$ cat src/rtl/sssd_pkg.sv
// ----------------------------------------------------------------------------
// sssd_pkg
// Shared types, constants and the glyph table of the seven-segment scan driver.
// ----------------------------------------------------------------------------
`default_nettype none

package sssd_pkg;

   localparam int unsigned GLYPH_COUNT = 25;
   localparam int unsigned POSITIONS   = 5;

   localparam logic [4:0] BLANK_CODE = 5'd23;
   localparam logic [13:0] FREQ_MAX  = 14'd9999;
   localparam logic [13:0] FREQ_MIN  = 14'd1;
   localparam logic [7:0]  DUTY_MAX  = 8'd100;
   localparam logic [7:0]  DUTY_MIN  = 8'd1;

   localparam logic [2:0] PHASE_INIT  = 3'd0;
   localparam logic [2:0] PHASE_FIRST = 3'd1;
   localparam logic [2:0] PHASE_LAST  = 3'(POSITIONS);

   typedef enum logic [1:0] {
      REQ_TICK    = 2'd0,
      REQ_NUMERIC = 2'd1,
      REQ_RAW     = 2'd2,
      REQ_NOP     = 2'd3
   } req_kind_type;

   typedef enum logic [3:0] {
      CSR_OFF_TICKS   = 4'd0,
      CSR_ON_TICKS    = 4'd1,
      CSR_SHOW_DUTY   = 4'd2,
      CSR_DEGREE_MARK = 4'd3
   } csr_index_type;

   // one request after formatting, as held in the input register
   typedef struct packed {
      req_kind_type     kind;
      logic [3:0][4:0]  codes;
      logic             decimal;
      logic             clamped;
   } item_type;

   typedef struct packed {
      logic [7:0] off_ticks;
      logic [7:0] on_ticks;
      logic       degree_mark;
   } scan_cfg_type;

   localparam logic [31:0][7:0] GLYPHS = {
      8'h00, 8'h00, 8'h00, 8'h00, 8'h00, 8'h00, 8'h00, 8'h58,
      8'h00, 8'hF3, 8'h40, 8'hBF, 8'h6E, 8'h5E, 8'h79, 8'h54,
      8'h3F, 8'h31, 8'h76, 8'h71, 8'h39, 8'h3F, 8'h6F, 8'h7F,
      8'h07, 8'h7D, 8'h6D, 8'h66, 8'h4F, 8'h5B, 8'h06, 8'h3F
   };

   function automatic logic [7:0] glyph_of(input logic [4:0] code);
      logic [7:0] seg;
      seg = 8'h00;
      if ({1'b0, code} < 6'(GLYPH_COUNT)) begin
         seg = GLYPHS[code];
      end
      return seg;
   endfunction

endpackage

`default_nettype wire

$ cat src/rtl/sssd_format.sv
// ----------------------------------------------------------------------------
// sssd_format
// Clamps a numeric load and splits it into four digit codes with leading-zero
// blanking; passes raw codes through.
// ----------------------------------------------------------------------------
`default_nettype none

module sssd_format
   import sssd_pkg::*;
(
   input  var req_kind_type kind,
   input  var logic [13:0]  freq_tenths,
   input  var logic [7:0]   duty_percent,
   input  var logic [3:0][4:0] raw_codes,
   input  var logic         show_duty,
   output item_type         item
);

   logic [13:0] freq_sat;
   logic        freq_clamp;
   logic [7:0]  duty_sat;
   logic        duty_clamp;

   logic [27:0] f_prod1000;
   logic [27:0] f_prod100;
   logic [29:0] f_prod10;
   logic [3:0]  q1000;
   logic [6:0]  q100;
   logic [9:0]  q10;
   logic [3:0]  f_d3;
   logic [3:0]  f_d2;
   logic [3:0]  f_d1;
   logic [3:0]  f_d0;
   logic [6:0]  q100_sub;
   logic [9:0]  q10_sub;
   logic [13:0] t_sub;

   logic [15:0] d_prod10;
   logic [3:0]  dq10;
   logic        d_hundred;
   logic [7:0]  d_sub;
   logic [3:0]  d_units;

   logic [3:0][4:0] num_codes;

   always_comb begin
      freq_sat   = freq_tenths;
      freq_clamp = 1'b0;
      if (freq_tenths > FREQ_MAX) begin
         freq_sat   = FREQ_MAX;
         freq_clamp = 1'b1;
      end else if (freq_tenths < FREQ_MIN) begin
         freq_sat   = FREQ_MIN;
         freq_clamp = 1'b1;
      end

      duty_sat   = duty_percent;
      duty_clamp = 1'b0;
      if (duty_percent > DUTY_MAX) begin
         duty_sat   = DUTY_MAX;
         duty_clamp = 1'b1;
      end else if (duty_percent < DUTY_MIN) begin
         duty_sat   = DUTY_MIN;
         duty_clamp = 1'b1;
      end
   end

   // reciprocal multiplies, exact for values up to 9999
   always_comb begin
      f_prod1000 = 28'(freq_sat) * 28'd8389;
      f_prod100  = 28'(freq_sat) * 28'd5243;
      f_prod10   = 30'(freq_sat) * 30'd52429;
      q1000      = f_prod1000[26:23];
      q100       = f_prod100[25:19];
      q10        = f_prod10[28:19];

      q100_sub = q100 - 7'(q1000) * 7'd10;
      q10_sub  = q10 - 10'(q100) * 10'd10;
      t_sub    = freq_sat - 14'(q10) * 14'd10;
      f_d3     = q1000;
      f_d2     = q100_sub[3:0];
      f_d1     = q10_sub[3:0];
      f_d0     = t_sub[3:0];
   end

   always_comb begin
      d_prod10  = 16'(duty_sat) * 16'd205;
      dq10      = d_prod10[14:11];
      d_hundred = (duty_sat == DUTY_MAX);
      d_sub     = duty_sat - 8'(dq10) * 8'd10;
      d_units   = d_sub[3:0];
   end

   always_comb begin
      if (show_duty) begin
         num_codes[0] = BLANK_CODE;
         num_codes[1] = d_hundred ? 5'd1 : BLANK_CODE;
         if (d_hundred) begin
            num_codes[2] = 5'd0;
         end else if (dq10 == 4'd0) begin
            num_codes[2] = BLANK_CODE;
         end else begin
            num_codes[2] = {1'b0, dq10};
         end
         num_codes[3] = {1'b0, d_units};
      end else begin
         num_codes[0] = (f_d3 == 4'd0) ? BLANK_CODE : {1'b0, f_d3};
         num_codes[1] = (f_d2 == 4'd0 && f_d3 == 4'd0) ? BLANK_CODE : {1'b0, f_d2};
         num_codes[2] = {1'b0, f_d1};
         num_codes[3] = {1'b0, f_d0};
      end
   end

   always_comb begin
      item.kind = kind;
      case (kind)
         REQ_NUMERIC: begin
            item.codes   = num_codes;
            item.decimal = ~show_duty;
            item.clamped = show_duty ? duty_clamp : freq_clamp;
         end
         default: begin
            item.codes   = raw_codes;
            item.decimal = 1'b0;
            item.clamped = 1'b0;
         end
      endcase
   end

endmodule

`default_nettype wire

$ cat src/rtl/sssd_scan.sv
// ----------------------------------------------------------------------------
// sssd_scan
// Scan sequencer, digit store and segment/enable latches; the latches and the
// clamp flag form the result register.
// ----------------------------------------------------------------------------
`default_nettype none

module sssd_scan
   import sssd_pkg::*;
(
   input  var logic         clock,
   input  var logic         reset,
   input  var scan_cfg_type cfg,
   input  var logic         item_valid,
   input  var item_type     item,
   output logic             item_take,
   output logic             rsp_valid,
   input  var logic         rsp_ready,
   output logic [7:0]       rsp_segments,
   output logic [POSITIONS-1:0] rsp_enable,
   output logic             rsp_clamped
);

   logic [2:0]           phase_ff, phase_in;
   logic [7:0]           elapsed_ff, elapsed_in;
   logic [7:0]           seg_ff, seg_in;
   logic [POSITIONS-1:0] en_ff, en_in;
   logic [3:0][4:0]      codes_ff, codes_in;
   logic                 dec_ff, dec_in;
   logic                 valid_ff, valid_in;
   logic                 clamped_ff, clamped_in;

   logic [7:0]           elapsed_inc;
   logic [7:0]           pos_seg;
   logic                 phase_ok;

   assign item_take = item_valid && (!valid_ff || rsp_ready);

   always_comb begin
      case (phase_ff)
         3'd1:    pos_seg = glyph_of(codes_ff[0]) & 8'h7F;
         3'd2:    pos_seg = glyph_of(codes_ff[1]);
         3'd3:    pos_seg = {5'b0, cfg.degree_mark, 2'b0};
         3'd4:    pos_seg = glyph_of(codes_ff[2]) | {dec_ff, 7'b0};
         default: pos_seg = glyph_of(codes_ff[3]);
      endcase
   end

   always_comb begin
      phase_in    = phase_ff;
      elapsed_in  = elapsed_ff;
      seg_in      = seg_ff;
      en_in       = en_ff;
      codes_in    = codes_ff;
      dec_in      = dec_ff;
      clamped_in  = clamped_ff;
      valid_in    = valid_ff && !rsp_ready;
      phase_ok    = (phase_ff >= PHASE_FIRST) && (phase_ff <= PHASE_LAST);
      elapsed_inc = (elapsed_ff == 8'hFF) ? 8'hFF : elapsed_ff + 8'd1;

      if (item_take) begin
         valid_in   = 1'b1;
         clamped_in = (item.kind == REQ_NUMERIC) && item.clamped;
         case (item.kind)
            REQ_TICK: begin
               if (!phase_ok) begin
                  // init phase and unused codes restart the scan
                  seg_in     = 8'h00;
                  en_in      = '0;
                  elapsed_in = 8'h00;
                  phase_in   = PHASE_FIRST;
               end else begin
                  elapsed_in = elapsed_inc;
                  if (elapsed_inc >= cfg.off_ticks) begin
                     seg_in = pos_seg;
                     en_in  = POSITIONS'(1) << (phase_ff - PHASE_FIRST);
                  end
                  if (elapsed_inc >= cfg.on_ticks) begin
                     en_in      = '0;
                     elapsed_in = 8'h00;
                     phase_in   = (phase_ff == PHASE_LAST) ? PHASE_FIRST : phase_ff + 3'd1;
                  end
               end
            end
            REQ_NUMERIC, REQ_RAW: begin
               codes_in = item.codes;
               dec_in   = item.decimal;
            end
            default: begin
            end
         endcase
      end
   end

   always_ff @(posedge clock) begin
      if (reset) begin
         phase_ff   <= PHASE_INIT;
         elapsed_ff <= 8'h00;
         seg_ff     <= 8'h00;
         en_ff      <= '0;
         codes_ff   <= '0;
         dec_ff     <= 1'b1;
         valid_ff   <= 1'b0;
         clamped_ff <= 1'b0;
      end else begin
         phase_ff   <= phase_in;
         elapsed_ff <= elapsed_in;
         seg_ff     <= seg_in;
         en_ff      <= en_in;
         codes_ff   <= codes_in;
         dec_ff     <= dec_in;
         valid_ff   <= valid_in;
         clamped_ff <= clamped_in;
      end
   end

   assign rsp_valid    = valid_ff;
   assign rsp_segments = seg_ff;
   assign rsp_enable   = en_ff;
   assign rsp_clamped  = clamped_ff;

endmodule

`default_nettype wire

$ cat src/rtl/seven_segment_scan_driver_unit.sv
// ----------------------------------------------------------------------------
// seven_segment_scan_driver_unit
// Five-position multiplexed seven-segment driver with numeric formatting.
// ----------------------------------------------------------------------------
// Every request (tick, numeric load, raw load or no-op) yields exactly one
// response carrying the latched segment and enable lines after the update and
// the clamp flag of a numeric load. One request is taken per clock cycle while
// the response side does not stall. A request is first held in the input
// register (numeric values are clamped and split into digits on the way in),
// then the scan/latch register takes it and updates the latches; the response
// comes from the scan/latch register. While a response waits, the input
// register takes one more request only if it is empty, and then holds it.
// Configuration writes are always ready and should be issued while no request
// is in flight.
`default_nettype none

module seven_segment_scan_driver_unit
   import sssd_pkg::*;
(
   input  var logic        clock,
   input  var logic        reset,
   // tdata: freq_tenths[13:0], duty_percent[21:14], code_first[26:22],
   //        code_second[31:27], code_third[36:32], code_fourth[41:37], zero pad
   input  var logic [47:0] req_tdata,
   // tuser: req_type[1:0]
   input  var logic [1:0]  req_tuser,
   input  var logic        req_tvalid,
   output logic            req_tready,
   // tdata: segments[7:0], digit_enable[12:8], clamped[13], zero pad
   output logic [15:0]     rsp_tdata,
   output logic            rsp_tvalid,
   input  var logic        rsp_tready,
   input  var logic        csr_valid,
   output logic            csr_ready,
   input  var logic [3:0]  csr_index,
   input  var logic [7:0]  csr_data
);

   logic [7:0] off_ticks_ff;
   logic [7:0] on_ticks_ff;
   logic       show_duty_ff;
   logic       degree_mark_ff;

   item_type     fmt_item;
   item_type     item_ff, item_in;
   logic         item_valid_ff, item_valid_in;
   logic         item_take;
   scan_cfg_type scan_cfg;
   logic [3:0][4:0] raw_codes;

   logic [7:0]           rsp_segments;
   logic [POSITIONS-1:0] rsp_enable;
   logic                 rsp_clamped;

   assign csr_ready = 1'b1;

   always_ff @(posedge clock) begin
      if (reset) begin
         off_ticks_ff   <= 8'd1;
         on_ticks_ff    <= 8'd8;
         show_duty_ff   <= 1'b0;
         degree_mark_ff <= 1'b0;
      end else if (csr_valid) begin
         unique case (csr_index)
            CSR_OFF_TICKS:   off_ticks_ff   <= csr_data;
            CSR_ON_TICKS:    on_ticks_ff    <= csr_data;
            CSR_SHOW_DUTY:   show_duty_ff   <= csr_data[0];
            CSR_DEGREE_MARK: degree_mark_ff <= csr_data[0];
            default: begin
            end
         endcase
      end
   end

   assign raw_codes[0] = req_tdata[26:22];
   assign raw_codes[1] = req_tdata[31:27];
   assign raw_codes[2] = req_tdata[36:32];
   assign raw_codes[3] = req_tdata[41:37];

   sssd_format u_format (
      .kind         (req_kind_type'(req_tuser)),
      .freq_tenths  (req_tdata[13:0]),
      .duty_percent (req_tdata[21:14]),
      .raw_codes    (raw_codes),
      .show_duty    (show_duty_ff),
      .item         (fmt_item)
   );

   // input register refills whenever it is empty or drains this cycle
   assign req_tready = !item_valid_ff || item_take;

   always_comb begin
      item_in       = item_ff;
      item_valid_in = item_valid_ff && !item_take;
      if (req_tvalid && req_tready) begin
         item_in       = fmt_item;
         item_valid_in = 1'b1;
      end
   end

   always_ff @(posedge clock) begin
      if (reset) begin
         item_valid_ff <= 1'b0;
      end else begin
         item_valid_ff <= item_valid_in;
      end
   end

   always_ff @(posedge clock) begin
      item_ff <= item_in;
   end

   assign scan_cfg.off_ticks   = off_ticks_ff;
   assign scan_cfg.on_ticks    = on_ticks_ff;
   assign scan_cfg.degree_mark = degree_mark_ff;

   sssd_scan u_scan (
      .clock        (clock),
      .reset        (reset),
      .cfg          (scan_cfg),
      .item_valid   (item_valid_ff),
      .item         (item_ff),
      .item_take    (item_take),
      .rsp_valid    (rsp_tvalid),
      .rsp_ready    (rsp_tready),
      .rsp_segments (rsp_segments),
      .rsp_enable   (rsp_enable),
      .rsp_clamped  (rsp_clamped)
   );

   assign rsp_tdata = {2'b00, rsp_clamped, rsp_enable, rsp_segments};

   // at most one position is ever enabled
   a_enable_onehot: assert property (@(posedge clock) disable iff (reset)
      $onehot0(rsp_tdata[12:8]))
      else $error("digit enable not one-hot");

   // a held request is not dropped while the result side stalls
   a_item_held: assert property (@(posedge clock) disable iff (reset)
      item_valid_ff && !item_take |=> item_valid_ff)
      else $error("pending request lost");

   // empty input register always accepts
   a_ready_empty: assert property (@(posedge clock) disable iff (reset)
      !item_valid_ff |-> req_tready)
      else $error("input stalled while empty");

   // clamp only reported for numeric loads
   a_clamp_numeric: assert property (@(posedge clock) disable iff (reset)
      item_take && item_ff.kind != REQ_NUMERIC |=> !rsp_tdata[13])
      else $error("clamp flag on non-numeric request");

endmodule

`default_nettype wire
$ cat config.mk
export PLATFORM = sky130hd
export DESIGN_NAME = seven_segment_scan_driver_unit
export DESIGN_NICKNAME = d
export VERILOG_FILES = /design/src/rtl/sssd_pkg.sv /design/src/rtl/sssd_format.sv /design/src/rtl/sssd_scan.sv /design/src/rtl/seven_segment_scan_driver_unit.sv
export SDC_FILE = /design/constraint.sdc
export NUM_CORES = 1
export LEC_CHECK = 0
export ABC_AREA = 1
export BUFFER_PORTS_ARGS = -buffer_cell sky130_fd_sc_hd__buf_4
export CAP_MARGIN = 15
export CORE_ASPECT_RATIO = 1.1
export CORE_MARGIN = 4
export CORE_UTILIZATION = 50
export CTS_CLUSTER_DIAMETER = 50
export DETAILED_ROUTE_END_ITERATION = 12
export PLACE_DENSITY = 0.68
export SYNTH_ARGS = -nofsm -noshare
export SYNTH_HDL_FRONTEND = slang
export SYNTH_SLANG_ARGS = --single-unit
export TNS_END_PERCENT = 10
$ cat constraint.sdc
create_clock -name clock -period 19.8 [get_ports clock]
set_input_delay 1.98 -clock clock [delete_from_list [all_inputs] [get_ports clock]]
set_output_delay 1.98 -clock clock [all_outputs]
set_load 0.01 [all_outputs]
## Word level (Yosys, flattened, before mapping)

Memories as Yosys holds them, arrays and structs flattened. A register that Yosys moved wholly into a read port is not among the register bits.
Cells that the tools add are included.

| word-level totals | value |
|---|---|
| bits in read-only memories | 1,024 |
| logic and storage cells | 152 |
| output and inout bits | 19 |
| bits in registers | 90 |
| bits of input ports | 67 |
| memories kept | 4 |

Memories:

| name | depth | width | read ports | clocked after Yosys merged registers in | write ports | RTL line | RTL |
|---|---|---|---|---|---|---|---|
| (no name shown) | 32 | 8 | 1 | 1 | 0 | sssd_pkg.sv:61 | `seg = GLYPHS[code];` |
| (no name shown) | 32 | 8 | 1 | 1 | 0 | sssd_pkg.sv:61 |  |
| (no name shown) | 32 | 8 | 1 | 1 | 0 | sssd_pkg.sv:61 |  |
| (no name shown) | 32 | 8 | 1 | 1 | 0 | sssd_pkg.sv:61 |  |

| cells by class | value |
|---|---|
| shift-type cells | 1 |
| $lt $le $gt $ge | 16 |
| reduce and logical (&&, ||, !) cells | 28 |
| multipliers | 8 |
| bitwise operators | 2 |
| $add $sub $neg | 7 |
| mux-type cells | 47 |
| eq/ne operators | 16 |

Operators with widths:

| cell | number |
|---|---|
| 8-bit two-way mux | 14 |
| 5-bit two-way mux | 16 |
| 8-bit case mux with 4 select lines | 1 |
| 14-bit by 16-bit multiplier with 29-bit output, second input constant | 1 |
| 14-bit two-way mux | 2 |
| 14-bit by 14-bit multiplier with 27-bit output, second input constant | 1 |
| 14-bit by 13-bit multiplier with 26-bit output, second input constant | 1 |
| 5-bit by 6-bit less-than comparator with 1-bit output, second input constant | 4 |
| 22-bit two-way mux | 1 |
| 5-bit less-than comparator, second input constant | 4 |
| 19-bit two-way mux | 1 |
| 8-bit >= comparator | 2 |
| 4-bit logical NOT | 4 |
| 4-bit subtractor | 4 |
| 8-bit by 8-bit multiplier with 15-bit output, second input constant | 1 |
| 14-bit > comparator, second input constant | 1 |
| 14-bit by 1-bit less-than comparator with 1-bit output, second input constant | 1 |
| 7-bit two-way mux | 2 |
| 2-bit AND reduction | 6 |
| 10-bit by 3-bit multiplier with 3-bit output, second input constant | 1 |
| 3-bit two-way mux | 3 |
| 3-bit AND reduction | 3 |
| 8-bit by 1-bit adder with 8-bit output, second input constant | 1 |
| 4-bit by 2-bit equality test with 1-bit output, second input constant | 2 |
| other kinds (27) | 48 |

## Depth between registers and ports, before layout

| depth | value |
|---|---|
| word-level depth | 11 |
| gate-level depth with buffers | 38 |
| mapped depth without buffers | 38 |

## Cells and area by module

Synthesis repeated with hierarchy kept, for this count alone.

| unflattened totals | value |
|---|---|
| cell total of the unflattened synthesis | 2,444 |
| area total of the unflattened synthesis | 17,954.7 um^2 |

By module, submodules not included:

| module | cells an instance | times used | area each (um^2) | sequential area each (um^2) |
|---|---|---|---|---|
| sssd_format | 1,399 | 1 | 10,737.8 | 0.0 |
| sssd_scan | 875 | 1 | 5,536.6 | 1,561.5 |
| seven_segment_scan_driver_unit | 170 | 1 | 1,680.4 | 1,101.1 |

## Worst setup path after synthesis

No wires, ideal clock.

| timing | value |
|---|---|
| path type | input port to flip-flop |
| from | input req_tdata[7] |
| to | register item_ff[15] in the netlist's numbering, data pin |
| data arrival time | 8,668 ps |
| slack | 10,878 ps |
| library setup time | 253 ps |
| required time | 19,547 ps |
| path buffers | 0 |
| cell stages on the path | 29 |
| cell sequence | inv_1 -> nand2_1 -> o21ai_0 -> nand3_1 -> nand2_1 -> clkinv_1 -> nor2_1 -> inv_1 -> ha_1 -> fa_1 -> inv_1 -> fa_1 -> fa_1 -> inv_1 -> fa_1 -> inv_1 -> fa_1 -> inv_1 -> ha_1 -> a21oi_1 -> a21boi_0 -> o31ai_1 -> xnor2_1 -> ha_1 -> fa_1 -> xnor3_1 -> nand2b_1 -> nand3_1 -> nand2_1 |

RTL lines:

| item | RTL line | RTL |
|---|---|---|
| start: declaration | seven_segment_scan_driver_unit.sv:24 | `input var logic [47:0] req_tdata,` |
| end signal: assignment | seven_segment_scan_driver_unit.sv:110 | `item_ff <= item_in;` |
| end: declaration | seven_segment_scan_driver_unit.sv:45 | `item_type item_ff, item_in;` |

==> impl_metrics.toml <==
[place]
post-place-ws_ns = 9.38
gp_congestion = 0.928
port_buffers = 76
dp.final_hpwl_um = 34300
dp_cells = 2646

[cts]
cts_buffers = 17
clkSinkCount = 121
cts_hold_buf = 0
htreeDepth = 4
cts_tree = "yes"
clkLatencyLatePin_ns = 0.41
cts_root_buffer = "clkbuf_16"
post_cts_buffers = 0
cts_buffer_depth = 2
cts_resized = 0
clk_pin_slew_ns = 0.05

[setup_path]
reg2reg_to = "u_scan.rsp_enable[4]$_SDFFE_PP0P_"
worst_setup_path_start_kind = "input port"
r2r_start = "u_scan.elapsed_ff[0]$_SDFFE_PP0P_"
cp.required_ns = 19.96
ff2ff_path_depth = 21
arrival_ns = 10.21
cp_slowest_cell = "nor2_1"
criticalPathCategory = "in2reg"
critPathCaptureType = "register"
cp_slowest_stage_delay_ns = 0.89
critPathMaxFanout = 10
reg2reg_slack_ns = 16.09

[status]
status = "finished, final reports clean"

[global_routing]
grt_pass1_wl_um = 66900
first_global_vias = 14100
antenna_found_initial = 0
grt_use_total_pct = 22.1
grt_max_degree = 41
grt_overflow = 0

[yosys]
ys_types = 60
async_reset_ff_share_pct = 0
syn_avg_cell_area_um2 = 7.84
seq_area_frac_synth_pct = 15.8
syn_inst = 2150
syn_area_um2 = 16900
ys.warnings.count = 0
synthFlopType = "dfxtp_1"
synth-edff-count = 24
synth_seq_cells = 121

[detailed_routing]
drt-initial-drc-count = 779
detail_route.vias_per_cell = 5.15
drtPass1Iterations = 5
num_vias = 13800
finalWirelength_um = 40300
antenna_left = 0
wl_per_cell_um = 15.0
drc = 0

[sta]
timing.final.crit_share_pct = 50.7
slew_violations = 0
setup_ws_ns = 9.76
whs_ns = 0.463
finalSetupTns_ns = 0
hold_violations = 0
rsz0062_at_grt = "false"
slew_headroom_pct = 27.4
max_freq_mhz = 99.6
setup_viol = 0
fin_skew_ns = 0.0158
finalCriticalPeriod_ns = 10.04
tightest_slew_ns = 1.09

[floorplanning]
dieHeight_um = 201
io_pins = 86
dieArea_um2 = 36700
fp-row-count = 70
core_area_um2 = 33300
die_w_um = 183
start_util_pct = 50.7

[run]
max_cap_viol_count = 0

[power]
peakVddDrop_v = 0.000306
p_leak_nw = 10.1
power_density_nw_per_um2 = 139

[hold_path]
hold_class = "reg2reg"
hp-start = "u_scan.elapsed_ff[3]$_SDFFE_PP0P_"
hold_depth = 2
worst_hold_path.endpoint = "u_scan.elapsed_ff[3]$_SDFFE_PP0P_"

[finish]
antenna_cells = 0
final_cell_mix = "527 x inv_1, 323 x ha_1, 313 x nand2_1, 149 x fa_1, 126 x nor2_1"
layout-drive-gt1-share_pct = 8.86
nNetsFinal = 2772
layout_commonest_cell = "inv_1"
post-route-util_pct = 55.7
multi_input_area_um2 = 12000
final_cells = 2678
syn_to_final_growth_pct = 9.84
n_fill_cell = 3123
regArea_um2 = 2660
-- power breakdown --
group | switching (W) | leakage [nW] | internal (W)
Combinational | 0.00120 | 8.76 | 0.000760
Sequential | 0.0000105 | 1.03 | 0.000287
Clock | 0.000110 | 0.290 | 0.000210
-- cell usage after synthesis, drive strengths merged, types with 22 or more instances --
cell type | instances | share of area, %
ha | 323 | 24
or2 | 22 | 0.82
inv | 555 | 12
nor3 | 33 | 1.6
nor2 | 135 | 3.1
o21ai | 130 | 3.9
nand2 | 327 | 7.5
nand4 | 26 | 1.0
fa | 149 | 18
edfxtp | 24 | 4.3
nand3 | 72 | 2.2
dfxtp | 97 | 12
a21oi | 116 | 3.4
-- worst max-delay path, delay by kind of cell --
family | cells | cell delay [ns]
buf+inv | 8 | 1.19
fa+ha+maj | 9 | 4.09
xor+xnor | 2 | 0.56
compound gates | 4 | 0.94
simple gates | 7 | 1.41
-- layer usage --
metal	wire (um)	GRT usage (%)	vias up	part of all wire, %
li1	-	-	6962	-
met1	17100	26.9	6506	43
met2	20700	40.9	271	51
met3	1150	1.85	66	2.9
met4	1240	7.13	0	3.1
met5	0	0	-	0
-- worst max path at each step --
stage	from	end	slack (ns)	cells after the start
floorplan	req_tdata[7]	item_ff[15]$_DFFE_PP_	10.88	29
global placement	req_tdata[7]	item_ff[15]$_DFFE_PP_	9.47	30
detailed placement	req_tdata[5]	item_ff[15]$_DFFE_PP_	9.38	30
CTS	req_tdata[5]	item_ff[15]$_DFFE_PP_	9.80	30
global route	req_tdata[5]	item_ff[15]$_DFFE_PP_	9.21	30
finish	req_tdata[5]	item_ff[15]$_DFFE_PP_	9.76	30
-- per-stage QoR --
step           area (um^2)  power, W
2_1_floorplan        16900   0.00179
4_1_cts              18500   0.00258
6_report             18500   0.00258
3_3_place_gp         17900   0.00220
3_5_place_dp         17900   0.00224
5_1_grt              18500   0.00291
-- area by class of cell --
class	instances	share of cell area, %
Clock buffer	19	2.34
Clock inverter	13	0.966
Inverter	558	11.3
Multi-Input combinational cell	1453	64.8
Sequential cell	121	14.4
Tap cell	432	2.92
Timing Repair Buffer	82	3.32
-- cells by family (layout without fill, tap and decap cells) --
| logic type | count (synthesis) | count (layout) | share of synthesized area (%) |
|---|---|---|---|
| muxes | 2 | 2 | 0.119 |
| other | 2 | 8 | 0.0445 |
| DFF | 121 | 121 | 15.8 |
| buffers and inverters | 582 | 672 | 13.2 |
| xor gates and xnor gates | 27 | 27 | 1.53 |
| AOI/OAI and AO/OA | 322 | 322 | 11.2 |
| and+or+nand+nor | 622 | 622 | 16.5 |
| adders and majority gates | 472 | 472 | 41.7 |
(Power assumes the default switching activity.)
